### src/design/rwah_pkg.sv
// ----------------------------------------------------------------------------
// RSSI weighted-average handoff package
// Shared constants, transaction types and register codes for the handoff unit.
// ----------------------------------------------------------------------------
package rwah_pkg;

  // History window depth and the widths that follow from it.
  localparam int HISTORY_DEPTH = 32;
  localparam int CNT_W         = $clog2(HISTORY_DEPTH + 1);
  localparam int SUM_W         = 8 + $clog2(HISTORY_DEPTH);
  localparam int WEIGHT_DEN    = HISTORY_DEPTH * (HISTORY_DEPTH + 1) / 2;
  localparam int DEN_LOG       = $clog2(WEIGHT_DEN);
  localparam int WSUM_W        = 8 + DEN_LOG;

  // Ceiling division by WEIGHT_DEN: the biased weighted sum stays below
  // 256 * WEIGHT_DEN, so a reciprocal with RECIP_SHIFT fraction bits is exact.
  localparam int U_W         = $clog2(256 * WEIGHT_DEN);
  localparam int RECIP_SHIFT = U_W + DEN_LOG;
  localparam int RECIP_W     = RECIP_SHIFT - DEN_LOG + 2;
  localparam logic [63:0] RECIP_FULL =
    ((64'd1 << RECIP_SHIFT) + 64'(WEIGHT_DEN) - 64'd1) / 64'(WEIGHT_DEN);
  localparam logic [RECIP_W-1:0] RECIP = RECIP_W'(RECIP_FULL);
  localparam logic [U_W:0] DIV_BIAS = (U_W+1)'(129 * WEIGHT_DEN - 1);

  // Configuration port.
  localparam int CFG_IDX_W  = 1;
  localparam int CFG_DATA_W = 16;
  typedef enum logic [CFG_IDX_W-1:0] {
    CFG_RSSI_THRESHOLD = 1'b0,
    CFG_HOLD_OFF       = 1'b1
  } cfg_reg_t;

  localparam logic signed [7:0] THRESHOLD_RST = -8'sd80;
  localparam logic [15:0]       WAIT_RST      = 16'd100;

  // Action codes of an input transaction.
  typedef enum logic [1:0] {
    ACT_SAMPLE = 2'd0,
    ACT_CLEAR  = 2'd1,
    ACT_ACK    = 2'd2
  } action_t;

  typedef struct packed {
    logic [1:0]        action;
    logic signed [7:0] rssi;
    logic [31:0]       now_time;
  } rwah_in_t;

  typedef struct packed {
    logic              handoff_request;
    logic              average_valid;
    logic signed [7:0] weighted_average;
    logic              change_pending;
  } rwah_out_t;

  // Hand-over from the history stage to the decision stage.
  typedef struct packed {
    logic [1:0]               action;
    logic                     avg_en;
    logic signed [WSUM_W-1:0] wsum;
    logic [31:0]              now_time;
  } rwah_s1_t;

endpackage

### src/design/rwah_hist.sv
// ----------------------------------------------------------------------------
// RSSI history stage
// Holds the sample window, fill count and running plain and weighted sums,
// and registers each transaction with its updated weighted sum.
// ----------------------------------------------------------------------------
module rwah_hist
  import rwah_pkg::*;
(
  input  logic     clk,
  input  logic     rst_n,
  input  logic     in_valid,
  output logic     in_ready,
  input  rwah_in_t in_data,
  input  logic     adv,
  output logic     s1_valid,
  output rwah_s1_t s1_data
);

  logic signed [7:0]        win_r [HISTORY_DEPTH];
  logic [CNT_W-1:0]         fill_r, fill_nxt;
  logic signed [SUM_W-1:0]  sum_r, sum_nxt;
  logic signed [WSUM_W-1:0] wsum_r, wsum_nxt;
  logic                     s1_valid_r, s1_valid_nxt;
  rwah_s1_t                 s1_r, s1_nxt;

  logic                     in_fire;
  logic                     full;
  logic                     shift_en;
  logic signed [SUM_W-1:0]  oldest;
  logic signed [SUM_W-1:0]  x_s;
  logic signed [WSUM_W-1:0] x_w;
  logic signed [WSUM_W-1:0] sum_w;

  localparam logic signed [WSUM_W-1:0] DEPTH_W = WSUM_W'(HISTORY_DEPTH);

  assign in_fire  = in_valid && in_ready;
  assign in_ready = !s1_valid_r || adv;
  assign full     = (fill_r == CNT_W'(HISTORY_DEPTH));

  // Slots not yet filled count as zero when they drop out of the window.
  assign oldest = full ? SUM_W'(win_r[0]) : '0;
  assign x_s    = SUM_W'(in_data.rssi);
  assign x_w    = WSUM_W'(in_data.rssi);
  assign sum_w  = WSUM_W'(sum_r);

  // Sum and fill-count update for the accepted transaction.
  always_comb begin
    fill_nxt = fill_r;
    sum_nxt  = sum_r;
    wsum_nxt = wsum_r;
    shift_en = 1'b0;
    s1_nxt   = s1_r;
    if (in_fire) begin
      s1_nxt.action   = in_data.action;
      s1_nxt.now_time = in_data.now_time;
      s1_nxt.avg_en   = 1'b0;
      case (in_data.action)
        ACT_SAMPLE: begin
          shift_en = 1'b1;
          sum_nxt  = sum_r - oldest + x_s;
          // Every sample moves down one weight; the new one takes the top.
          wsum_nxt = wsum_r - sum_w + x_w * DEPTH_W;
          if (!full) begin
            fill_nxt = fill_r + CNT_W'(1);
          end
          s1_nxt.avg_en = full;
        end
        ACT_CLEAR: begin
          fill_nxt = '0;
          sum_nxt  = '0;
          wsum_nxt = '0;
        end
        default: begin
        end
      endcase
      s1_nxt.wsum = wsum_nxt;
    end
  end

  // Stage occupancy.
  always_comb begin
    s1_valid_nxt = s1_valid_r;
    if (in_fire) begin
      s1_valid_nxt = 1'b1;
    end else if (adv) begin
      s1_valid_nxt = 1'b0;
    end
  end

  always_ff @(posedge clk) begin
    if (!rst_n) begin
      fill_r     <= '0;
      sum_r      <= '0;
      wsum_r     <= '0;
      s1_valid_r <= 1'b0;
    end else begin
      fill_r     <= fill_nxt;
      sum_r      <= sum_nxt;
      wsum_r     <= wsum_nxt;
      s1_valid_r <= s1_valid_nxt;
    end
  end

  // Window shift line and stage payload.
  always_ff @(posedge clk) begin
    s1_r <= s1_nxt;
    if (shift_en) begin
      for (int i = 0; i < HISTORY_DEPTH - 1; i++) begin
        win_r[i] <= win_r[i+1];
      end
      win_r[HISTORY_DEPTH-1] <= in_data.rssi;
    end
  end

  assign s1_valid = s1_valid_r;
  assign s1_data  = s1_r;

endmodule

### src/design/rwah_decide.sv
// ----------------------------------------------------------------------------
// RSSI handoff decision stage
// Divides the weighted sum into a rounded-up average, applies the threshold
// and hold-off rules, and keeps the pending flag and result register.
// ----------------------------------------------------------------------------
module rwah_decide
  import rwah_pkg::*;
(
  input  logic              clk,
  input  logic              rst_n,
  input  logic              s1_valid,
  input  rwah_s1_t          s1_data,
  input  logic signed [7:0] rssi_threshold,
  input  logic [15:0]       hold_off_time,
  output logic              adv,
  output logic              out_valid,
  input  logic              out_ready,
  output rwah_out_t         out_data
);

  logic                     pending_r, pending_nxt;
  logic [31:0]              last_time_r, last_time_nxt;
  logic                     out_valid_r, out_valid_nxt;
  rwah_out_t                out_r, out_nxt;

  logic                     load;
  logic signed [U_W:0]      biased;
  logic [U_W-1:0]           udiv;
  logic [U_W+RECIP_W-1:0]   prod;
  logic [7:0]               quot;
  logic signed [7:0]        avg;
  logic [31:0]              elapsed;
  logic                     request;

  assign adv  = !out_valid_r || out_ready;
  assign load = s1_valid && adv;

  // ceil(W / D) = floor((W + D - 1 + 128 * D) / D) - 128, with the offset
  // keeping the dividend non-negative for the reciprocal multiply.
  assign biased = (U_W+1)'(s1_data.wsum) + $signed(DIV_BIAS);
  assign udiv   = biased[U_W-1:0];
  assign prod   = (U_W+RECIP_W)'(udiv) * (U_W+RECIP_W)'(RECIP);
  assign quot   = prod[RECIP_SHIFT+7:RECIP_SHIFT];
  assign avg    = {~quot[7], quot[6:0]};

  // Hold-off check in modulo-2^32 time.
  assign elapsed = s1_data.now_time - last_time_r;
  assign request = s1_data.avg_en && (avg < rssi_threshold) && !pending_r &&
                   (elapsed > {16'd0, hold_off_time});

  always_comb begin
    pending_nxt   = pending_r;
    last_time_nxt = last_time_r;
    out_valid_nxt = out_valid_r;
    out_nxt       = out_r;
    if (load) begin
      case (s1_data.action)
        ACT_SAMPLE: begin
          if (request) begin
            pending_nxt   = 1'b1;
            last_time_nxt = s1_data.now_time;
          end
        end
        ACT_ACK: begin
          pending_nxt = 1'b0;
        end
        default: begin
        end
      endcase
      out_valid_nxt            = 1'b1;
      out_nxt.handoff_request  = request;
      out_nxt.average_valid    = s1_data.avg_en;
      out_nxt.weighted_average = s1_data.avg_en ? avg : '0;
      out_nxt.change_pending   = pending_nxt;
    end else if (out_ready) begin
      out_valid_nxt = 1'b0;
    end
  end

  always_ff @(posedge clk) begin
    if (!rst_n) begin
      pending_r   <= 1'b0;
      last_time_r <= '0;
      out_valid_r <= 1'b0;
    end else begin
      pending_r   <= pending_nxt;
      last_time_r <= last_time_nxt;
      out_valid_r <= out_valid_nxt;
    end
  end

  always_ff @(posedge clk) begin
    out_r <= out_nxt;
  end

  assign out_valid = out_valid_r;
  assign out_data  = out_r;

endmodule

### src/design/rssi_weighted_average_handoff_unit.sv
// The result of a transaction passes through the history stage register and then
// the decision stage result register before it is on the result port.
// Throughput: one transaction per cycle through both stages while not stalled.
// in_ready drops only while both stage registers are full and out_ready is low.
// Reset (rst_n low at a clock edge) empties the history and the pipeline,
// clears the pending flag and last request time, and restores both registers.
// ----------------------------------------------------------------------------
// RSSI weighted-average handoff unit
// Forms a linearly weighted window average of RSSI samples and raises a handoff
// request when a full-window average is below threshold, no change is pending
// and the hold-off time has passed since the last request.
module rssi_weighted_average_handoff_unit
  import rwah_pkg::*;
(
  input  logic                  clk,
  input  logic                  rst_n,
  input  logic                  in_valid,
  output logic                  in_ready,
  input  rwah_in_t              in_data,
  output logic                  out_valid,
  input  logic                  out_ready,
  output rwah_out_t             out_data,
  input  logic                  cfg_we,
  input  logic [CFG_IDX_W-1:0]  cfg_index,
  input  logic [CFG_DATA_W-1:0] cfg_wdata
);

  logic signed [7:0] thr_r, thr_nxt;
  logic [15:0]       wait_r, wait_nxt;
  logic              adv;
  logic              s1_valid;
  rwah_s1_t          s1_data;

  // Configuration registers.
  always_comb begin
    thr_nxt  = thr_r;
    wait_nxt = wait_r;
    if (cfg_we) begin
      case (cfg_index)
        CFG_RSSI_THRESHOLD: thr_nxt  = cfg_wdata[7:0];
        CFG_HOLD_OFF:       wait_nxt = cfg_wdata[15:0];
        default: begin
        end
      endcase
    end
  end

  always_ff @(posedge clk) begin
    if (!rst_n) begin
      thr_r  <= THRESHOLD_RST;
      wait_r <= WAIT_RST;
    end else begin
      thr_r  <= thr_nxt;
      wait_r <= wait_nxt;
    end
  end

  rwah_hist u_hist (
    .clk      (clk),
    .rst_n    (rst_n),
    .in_valid (in_valid),
    .in_ready (in_ready),
    .in_data  (in_data),
    .adv      (adv),
    .s1_valid (s1_valid),
    .s1_data  (s1_data)
  );

  rwah_decide u_decide (
    .clk            (clk),
    .rst_n          (rst_n),
    .s1_valid       (s1_valid),
    .s1_data        (s1_data),
    .rssi_threshold (thr_r),
    .hold_off_time  (wait_r),
    .adv            (adv),
    .out_valid      (out_valid),
    .out_ready      (out_ready),
    .out_data       (out_data)
  );

endmodule

### config.mk
export PLATFORM = sky130hd
export DESIGN_NAME = rssi_weighted_average_handoff_unit
export DESIGN_NICKNAME = d
export VERILOG_FILES = /design/src/design/rwah_pkg.sv /design/src/design/rwah_hist.sv /design/src/design/rwah_decide.sv /design/src/design/rssi_weighted_average_handoff_unit.sv
export SDC_FILE = /design/constraint.sdc
export NUM_CORES = 1
export LEC_CHECK = 0
export BUFFER_PORTS_ARGS = -buffer_cell sky130_fd_sc_hd__buf_2
export CORE_MARGIN = 3
export CORE_UTILIZATION = 30
export DETAILED_ROUTE_END_ITERATION = 7
export PLACE_DENSITY = 0.51
export SKIP_LAST_GASP = 1
export SYNTH_ARGS = -nofsm -noshare
export SYNTH_HDL_FRONTEND = slang
export SYNTH_SLANG_ARGS = --single-unit
### constraint.sdc
create_clock -name clk -period 13.9 [get_ports clk]
set_clock_uncertainty 0.05 [all_clocks]
set_input_delay 0.695 -clock clk [delete_from_list [all_inputs] [get_ports clk]]
set_output_delay 0.695 -clock clk [all_outputs]
set_load 0.05 [all_outputs]
# Word-level counts from Yosys, hierarchy flattened
# Memories as Yosys holds them, arrays and structs flattened.
# Index checks and enable logic that the tools add are counted.
word_totals:
  regBits: 160
  latchBits: 0
  mem_bits_rw: 256
  mem_bits_ro: 0
  in_bits: 64
  output_inout_bits: 13
  word_cells: 69
  n_memories: 1
memory_table:
  columns: ["name", "words", "width", "read_ports", "rd_ports_with_merged_regs", "wr", "line", "source"]
  rows:
  - ["u_hist.win_r", 32, 8, 32, 0, 32, "rwah_hist.sv:19", "logic signed [7:0] win_r [HISTORY_DEPTH];"]
classes:
  addsub: 7
  multipliers: 1
  n_div: 0
  order_cmp: 2
  n_eq_ne: 4
  n_shift: 0
  n_mux: 15
  bitwise_logic: 2
  n_reduce_logical: 20
op_table:
  columns: ["operator", "count"]
  rows:
  - ["$mul A18 B19 Y36 const B", 1]
  - ["$pmux W18 S2", 1]
  - ["$gt A32 B16 Y1", 1]
  - ["$sub A32 B32 Y32", 1]
  - ["$pmux W13 S2", 1]
  - ["$add A18 B13 Y18", 1]
  - ["$add A18 B18 Y18 const B", 1]
  - ["$sub A18 B13 Y18", 1]
  - ["$add A13 B8 Y13", 1]
  - ["$mux W13", 1]
  - ["$sub A13 B13 Y13", 1]
  - ["$pmux W6 S2", 1]
  - ["$mux W1", 9]
  - ["$lt A8 B8 Y1", 1]
  - ["$add A6 B1 Y6 const B", 1]
  - ["$eq A6 B6 Y1 const B", 1]
  - ["$mux W6", 1]
  - ["$reduce_and A2 Y1", 3]
  - ["$reduce_and A3 Y1", 2]
  - ["$reduce_bool A2 Y1", 3]
  - ["$logic_and A1 B1 Y1", 5]
  - ["$logic_not A2 Y1", 2]
  - ["$logic_not A1 Y1", 3]
  - ["$eq A2 B1 Y1 const B", 1]
  - ["other kinds (5)", 7]

# Depth between registers and ports, before layout
# Gate-level depths: netlist (run 1).
logic_depth:
  depth_word: 9
  ltp_mapped: 41
  depth_no_buf: 40

# By module
# From an unflattened synthesis (run 1), not the netlist that was laid out.
unflattened:
  hier_cells: 1959
  area_unflattened_um2: 23089.6
modules_own_cells:
  columns: ["module", "instances", "cells_per_inst", "area_per_inst_um2", "seq_area_each_um2"]
  rows:
  - ["rwah_hist", 1, 790, 13058.8, 10039.6]
  - ["rwah_decide", 1, 1064, 9086.2, 1011.0]
  - ["rssi_weighted_average_handoff_unit", 1, 105, 944.7, 480.5]

# Least setup slack after synthesis (run 1)
# Ideal clock, no wire load.
synth_timing:
  path_kind: "input port to flip-flop"
  start: "input out_ready"
  end: "memory u_hist.win_r[0][0], enable pin"
  setup_ps: 720
  t_arrival_ps: 10221
  required_ps: 13130
  path_slack_ps: 2909
  path_stages: 7
  path_buffers: 1
  path_cell_list: "nor2b_1 nand2_1 nand2_1 inv_1 nand2b_1 nor2_1 clkbuf_1"
synth_rtl:
  columns: ["item", "line", "source"]
  rows:
  - ["start: declaration", "rssi_weighted_average_handoff_unit.sv:21", "input logic out_ready,"]
  - ["end: declaration", "rwah_hist.sv:19", null]

# Worst setup path in the final report (run 1)
layout_timing:
  start: "register u_hist.s1_r, in the netlist u_hist.s1_data[32]"
  end: "register u_decide.last_time_r[0]"
layout_between:
  elab_chain_len: 8
layout_lines:
  columns: ["item", "line", "source"]
  rows:
  - ["start: declaration", "rwah_hist.sv:24", "rwah_s1_t s1_r, s1_nxt;"]
  - ["start signal: assignment", "rwah_hist.sv:106", "s1_r <= s1_nxt;"]
  - ["$add A18 B18 Y18", "rwah_decide.sv:40", "assign biased = (U_W+1)'(s1_data.wsum) + $signed(DIV_BIAS);"]
  - ["$mul A18 B19 Y36", "rwah_decide.sv:42", "assign prod = (U_W+RECIP_W)'(udiv) * (U_W+RECIP_W)'(RECIP);"]
  - ["$not A1 Y1", "rwah_decide.sv:44", "assign avg = {~quot[7], quot[6:0]};"]
  - ["named net u_decide.avg[7]", "rwah_decide.sv:31", "logic signed [7:0] avg;"]
  - ["$lt A8 B8 Y1", "rwah_decide.sv:48", "assign request = s1_data.avg_en && (avg < rssi_threshold) && !pending_r &&"]
  - ["$logic_and A1 B1 Y1 (3 in a row)", "rwah_decide.sv:48", null]
  - ["$reduce_and A3 Y1 (no source line)", null, null]
  - ["end signal: assignment", "rwah_decide.sv:87", "last_time_r <= last_time_nxt;"]
  - ["end: declaration", "rwah_decide.sv:22", "logic [31:0] last_time_r, last_time_nxt;"]
# The timed path passes the listed nets, and every way through them passes these cells.
# A chain may end at the register's enable or synchronous reset.

==> results of run 1 <==
[critical path, delay by kind of cell (launching register included)]
family / cells / cell delay, ps
AO/OA/AOI/OAI: 13 / 4130
adder cells (fa/ha/maj): 9 / 4120
AND/OR/NAND/NOR: 6 / 980
buffers and inverters: 8 / 800
XOR/XNOR: 2 / 530
flip-flops: 1 / 470
multiplexers: 1 / 170
[sequential cells by signal, summed over array words and instances (netlist names), 8 cells and up]
name / cells
u_hist.sum_r: 13
u_hist.win_r: 256
wait_r: 16
u_hist.wsum_r: 18
u_decide.last_time_r: 32
u_hist.s1_data: 53
thr_r: 8
u_decide.out_data: 11
[stage by stage]
stage               worst slack (ps)  area [µm²]  hold slack [ps]  util (%)
floorplan                       2910       23100              350         -
global placement                2820       24600              355      32.3
detailed placement              2480       24600              355      32.3
CTS                             2490       26100              170      34.4
global route                    1320       26100              179      34.4
finish                          2510       26100              215      34.4
[cells by family after synthesis]
kind of cell,after synthesis
AOI/OAI and AO/OA,352
xor gates and xnor gates,76
adders and majority gates,327
buffers and inverters,388
DFF,416
muxes,9
and+or+nand+nor,413
[routing by layer]
layer / vias to the layer above / global-route usage, % / wire [µm]
met5: - / 0 / 0
met4: 0 / 2.78 / 803
met3: 52 / 2.20 / 1640
met2: 176 / 19.8 / 22700
met1: 7034 / 16.9 / 23900
li1: 6998 / - / -
[layout make-up]
class	count	area share [%]
well taps	1030	4.93
inverters	343	4.92
clock inverters	24	1.19
clock buffers	60	4.76
flip-flops and latches	416	44.1
multi-input cells	1177	38.3
diodes	1	0.00957
repair buffers	85	1.76
[Yosys cell counts, drive strengths merged, types with 3 or more instances]
cell / number
nor2: 82
a221oi: 3
nand2: 130
a31oi: 4
nor3: 29
ha: 213
clkbuf: 27
o2111ai: 5
buf: 17
o31ai: 12
and2: 25
o21a: 8
dfxtp: 96
nand4: 13
and3: 6
xor2: 31
a21boi: 3
a211oi: 5
fa: 114
and4: 4
a211o: 3
mux2i: 8
a22o: 6
nor3b: 3
o41ai: 5
a31o: 3
o21ai: 77
o211ai: 15
xnor2: 45
a22oi: 13
nand2b: 17
o21bai: 4
or3: 11
nand3: 62
or4: 3
a21o: 27
a2111oi: 7
nand3b: 5
nor4: 5
or2: 3
a21oi: 135
inv: 343
edfxtp: 320
nor2b: 10
[worst max-delay path by stage]
stage / slack (ps) / end / startpoint
floorplan: 2910 / u_hist.win_r[0][0] / out_ready
global placement: 2820 / u_decide.last_time_r[0] / u_hist.s1_data[32]
detailed placement: 2480 / u_decide.last_time_r[0] / u_hist.s1_data[32]
CTS: 2490 / u_decide.last_time_r[0] / u_hist.s1_data[32]
global route: 1320 / u_decide.last_time_r[9] / u_hist.s1_data[32]
finish: 2510 / u_decide.last_time_r[0] / u_hist.s1_data[32]
==> results.txt, run 1 <==
The run finished with clean final reports. The mux share of post-synthesis cell area came out at 0.396%. The post-route setup TNS is 0 ps.

The data required time of the critical path came out at 14290 ps. The count of endpoints failing hold in the final timing report is 0. The maximum achievable frequency came out at 87.8 MHz. The number of buffers on the longest clock path is 3. The synthesized instance count is 1981. The total CTS buffers came out at 46. The area growth from synthesis to layout is 13.4%. The non-filler instance count after layout is 3136.

The wire length of the first global-routing pass is 79200 µm. The slack of the worst reg-to-reg path is 2510 ps. In this run the vertical extent of the chip is 283 µm.

The synthesis warning total came out at 0. After Yosys synthesis, full adders, half adders and majority gates account for 21.5% of the synthesized area. The signal arrival time at the worst endpoint is 11780 ps. The actual transition at the worst max-transition pin came out at 1210 ps. The detail route stage leaves a number of antenna-violating nets equal to 0.

The startpoint identified for the worst register-to-register timing path is u_hist.s1_data[32]. The number of clock sinks seen by CTS is 416. In the synthesized netlist the dominant register cell turns out to be sky130_fd_sc_hd__edfxtp_1. The number of cells on the worst reg-to-reg path is 39.

The quantity of hold-fixing buffers added after cts came out at 0. The critical path's slowest cell is sky130_fd_sc_hd__a211o_1. Yosys attributes the largest share of cell area to sky130_fd_sc_hd__edfxtp_1, sky130_fd_sc_hd__ha_1, sky130_fd_sc_hd__fa_1. The clock transition at the register clock pins on the worst setup and hold paths after CTS came out at 60 ps. The weighted congestion reported at the end of routability-driven placement is 0.855. The number of placed cells counting well taps came out at 3051. During placement, the flow inserted port buffers numbering 76. The initial antenna violation count came to 2. Summed over all instances, the cell type with the most area after synthesis is sky130_fd_sc_hd__edfxtp_1. The number of stages on the worst hold path is 1. Summing all multi-input logic gate instances after layout gives 10000 µm². The via count of the first global-routing pass was 14.6k. The number of gates resized after CTS is 0. Setup repair after global routing left no endpoint under its margin.

The path class of the tightest hold or removal check is input pin to register. Counting flops and latches in the post-synthesis netlist gives 416. The worst setup path is launched from a register. The number of rows created at floorplan is 101.

The area share of and/or/nand/nor cells after synthesis came out at 8.69%. The endpoint of the worst hold path is u_hist.s1_data[14]. The post-synthesis compound-gate area fraction is 9.94%. The initial cell density of the core came out at 30.3%. The largest single stage delay on the critical path is 760 ps.

After detailed routing, the number of remaining DRC violations is 0. The endpoint of the most critical register-to-register path is u_decide.last_time_r[0]. The XOR/XNOR share of the synthesized area came out at 2.89%. The count of final max-slew check failures came to 0. The synthesized netlist net count came out at 2372. The top cell type by area accounts for 41.7% of the synthesized area. The post-layout net count is 2460. The critical path class is register to register. The tree is rooted in a sky130_fd_sc_hd__clkbuf_16.

The leading cell type in the layout, fill and taps excluded is sky130_fd_sc_hd__inv_1. After synthesis, the largest family of logic cells by area is adder cells. The die covers 80200 µm².

Across all layers, the routed design uses 14.3k vias. In this design, the critical path's most frequently occurring cell is sky130_fd_sc_hd__inv_1. After legalization and detailed placement, the total HPWL measured 35600 µm. At the later pin of the worst-skew pair, clock insertion delay measures 600 ps. The sequential cell area is 11500 µm². The number of failing setup endpoints in the final timing report came out at 0. The final critical-path share of the clock period is 81.9%. The largest fanout of any net on the critical path is 32. Dividing the synthesized area by the synthesized cell count gives 11.6 µm². Global routing finished with a remaining overflow of 0. The initial detailed-routing violation count is 867. Entering global routing, the biggest net connects 183 pins.

Leaving out fill and tap cells, the most frequent cells in the layout are sky130_fd_sc_hd__inv_1, sky130_fd_sc_hd__edfxtp_1, sky130_fd_sc_hd__ha_1. The core region is 76100 µm². The number of enable flip-flop cells after synthesis is 320.

In the routed layout, each cell is associated on average with a via count of 4.55. The layout cell share with drive strength beyond 1 came out at 9.22%. The proportion of register bits with asynchronous set or reset after synthesis is 0%. The number of different library cells in the post-synthesis netlist is 84.

The sequential share of the synthesized area came out at 50.0%. The startpoint identified for the worst hold timing path is in_data[14]. In the final routed layout, each cell accounts on average for 15.7 µm.

The number of top-level pins is 77. The maximum level of the CTS H-tree is 2. The final critical-path required period is 11390 ps. The worst-case headroom to the max-slew limit came out at 19.0%. The die span in x is 283 µm. The count of TritonRoute iterations in the first routing pass is 4. The post-CTS repair timing setup buffer count is 0. The number of fill cells came out at 7617. The post-detailed-routing wire length came out at 49100 µm.

TritonCTS built the clock tree. The all-layer global routing usage came out at 12.2%. The synthesized area came out at 23100 µm². The max-cap violation count is 0. STA classifies the critical path endpoint as a register.
Power of run 1 is left out: the tool's default activity adds up to more than one toggle a clock period on the data nets, which glitch-free logic cannot reach.
==> run 2, diff against run 1 <==
- PLACE_DENSITY: 0.51 -> 0.53
- clock period: 13.9 -> 9.5 ns (I/O delays scaled with it)
==> results.txt, run 2 (same netlist as run 1, synthesis figures left out) <==
The post-layout net count is 2532. The cell family with the largest share of critical-path delay is adder cells. For the pin with the worst max-slew slack, the measured transition is 1010 ps. Once the floorplan was initialized, standard cells occupied 30.3% of the core. The number of buffers inserted by port buffering came out at 76. The cell chosen for the clock root is sky130_fd_sc_hd__clkbuf_16. The number of failing setup endpoints in the final timing report came out at 0. Leaving out fill and tap cells, the most frequent cell in the layout is sky130_fd_sc_hd__inv_1. The area growth from synthesis to layout is 17.4%. The final global-route overflow total came out at 0. STA classifies the critical path endpoint as a register. The worst path needs 9160 ps of the cycle, external delays included. The number of top-level pins came out at 77. The critical path class is register to register.

The maximum level of the CTS H-tree came out at 2. The maximum achievable frequency is 109 MHz. Global routing used 11.8% of the available tracks. The data required time of the critical path is 9890 ps. Across all setup checks in the final design, the least slack found is 339 ps. The startpoint identified for the worst hold timing path is in_data[2].

In this design, the critical path's most frequently occurring cell is sky130_fd_sc_hd__fa_1. The wire length of the first global-routing pass came out at 77900 µm. In the layout the commonest cells are sky130_fd_sc_hd__inv_1, sky130_fd_sc_hd__edfxtp_1, sky130_fd_sc_hd__ha_1.

Detailed placement finished with a half-perimeter wire length of 35400 µm. The slack of the worst reg-to-reg path is 340 ps. The worst reg2reg path startpoint is u_hist.s1_data[32]. The via total after detailed routing came out at 14.6k. The cell count of the worst reg-to-reg path is 41. The placeable core area is 76100 µm². The count of endpoints failing hold in the final timing report came to 0. The number of rows created at floorplan came out at 101. The weighted congestion reported at the end of routability-driven placement is 0.890.

In the final layout, the share of cells above drive strength 1 is 14.1%. The die covers 80200 µm². The run finished with clean final reports. The average wire per cell in the routed design is 15.2 µm. The critical path contains buffers and inverters numbering 11 combined. The initial antenna violation count came to 2. The clock transition at the register clock pins on the worst setup and hold paths after CTS came out at 60 ps. Among all stages on the critical path, the largest delay is contributed by sky130_fd_sc_hd__fa_1. The placement-stage worst setup slack is -121 ps.

The tightest min-delay check is of the input pin to register type. The via count of the first global-routing pass is 14.8k. TritonCTS built the clock tree. For hold timing, the worst endpoint is u_hist.s1_data[2]. The number of stages on the worst hold path came out at 1. The final critical-path share of the clock period is 96.4%. The post-detailed-routing wire length came out at 48800 µm. The remaining number of nets flagged by the antenna check after routing is 0. Along the worst path, the maximum fanout reaches 8. Fill cells in the final layout number 7509. The endpoint identified for the worst register-to-register timing path is u_decide.last_time_r[6].

The register with the most flip-flops in the layout has 256 of them. The max-cap violation count is 0. The pre-antenna-repair detailed-routing pass consisted of 6 iterations. The minimum hold slack is 36.6 ps. The number of remaining DRC errors is 0.

The signal arrival time at the worst endpoint came out at 9550 ps. Headroom to the max-slew limit came out at 32.7%. The count of final max-slew check failures came out at 0.

The die is 283 µm wide. The maximum number of pins on one net before global-route repair came out at 193. The via-per-instance ratio came out at 4.56.

The clock latency of the later-clocked register in the worst-skew pair came out at 590 ps. The chip height is 283 µm. The number of clock sinks seen by CTS is 416. In this run, the number of DRC markers left after iteration 0 of detailed routing was 900. The type of origin of the critical path is a register. No sink is reached through more buffers than the 3 on the longest clock path. The total CTS buffers is 44. u_hist.win_r holds more flip-flops than any other register. The worst stage delay on the critical path is 530 ps.
## run 2: worst max path at each step
stage,end,from,cells after the start,slack [ps]
after floorplan,u_decide.last_time_r[10],u_hist.s1_data[32],40,50
after global placement,u_decide.last_time_r[0],u_hist.s1_data[32],40,10
after detailed placement,u_decide.last_time_r[6],u_hist.s1_data[33],40,-120
after CTS,u_decide.last_time_r[0],u_hist.s1_data[33],41,0.1
after global routing,u_decide.last_time_r[6],u_hist.s1_data[32],40,-80
final,u_decide.last_time_r[6],u_hist.s1_data[32],41,340
## run 2: cell type report
cell class | instances | area, µm² | area share, %
antenna | 1 | 2.50 | 0.00924
clock buffer | 49 | 1120 | 4.14
clock inverter | 33 | 364 | 1.34
inverter | 343 | 1290 | 4.75
multi-input combinational | 1177 | 10300 | 38.2
sequential | 416 | 11500 | 42.6
tap | 1030 | 1290 | 4.76
timing repair buffer | 159 | 1140 | 4.22
## run 2: per-stage QoR
| step | util (%) | area, µm² | std cells | TNS [ps] |
|---|---|---|---|---|
| floorplan | - | 23100 | 1981 | 0 |
| global placement | 32.7 | 24900 | 3088 | 0 |
| detailed placement | 32.7 | 24900 | 3088 | -2910 |
| CTS | 35.1 | 26700 | 3196 | 0 |
| global route | 35.6 | 27100 | 3207 | -1140 |
| finish | 35.6 | 27100 | 3208 | 0 |
## run 2: routing by layer
| metal | track usage (%) | vias to the layer above | routed length (µm) |
|---|---|---|---|
| met2 | 18.8 | 266 | 22200 |
| met4 | 3.83 | 0 | 1340 |
| li1 | - | 7137 | - |
| met5 | 0 | - | 0 |
| met3 | 1.90 | 87 | 1920 |
| met1 | 16.6 | 7138 | 23400 |
## run 2: timing repair
item	CTS	global route
endpoints found under the setup margin	32	35
pin swaps	2	36
hold buffers	25	0
setup buffers	1	8
resized for setup	2	70
gates cloned	0	3
hold endpoints to repair	25	0
Power of run 2 is left out for the same reason.
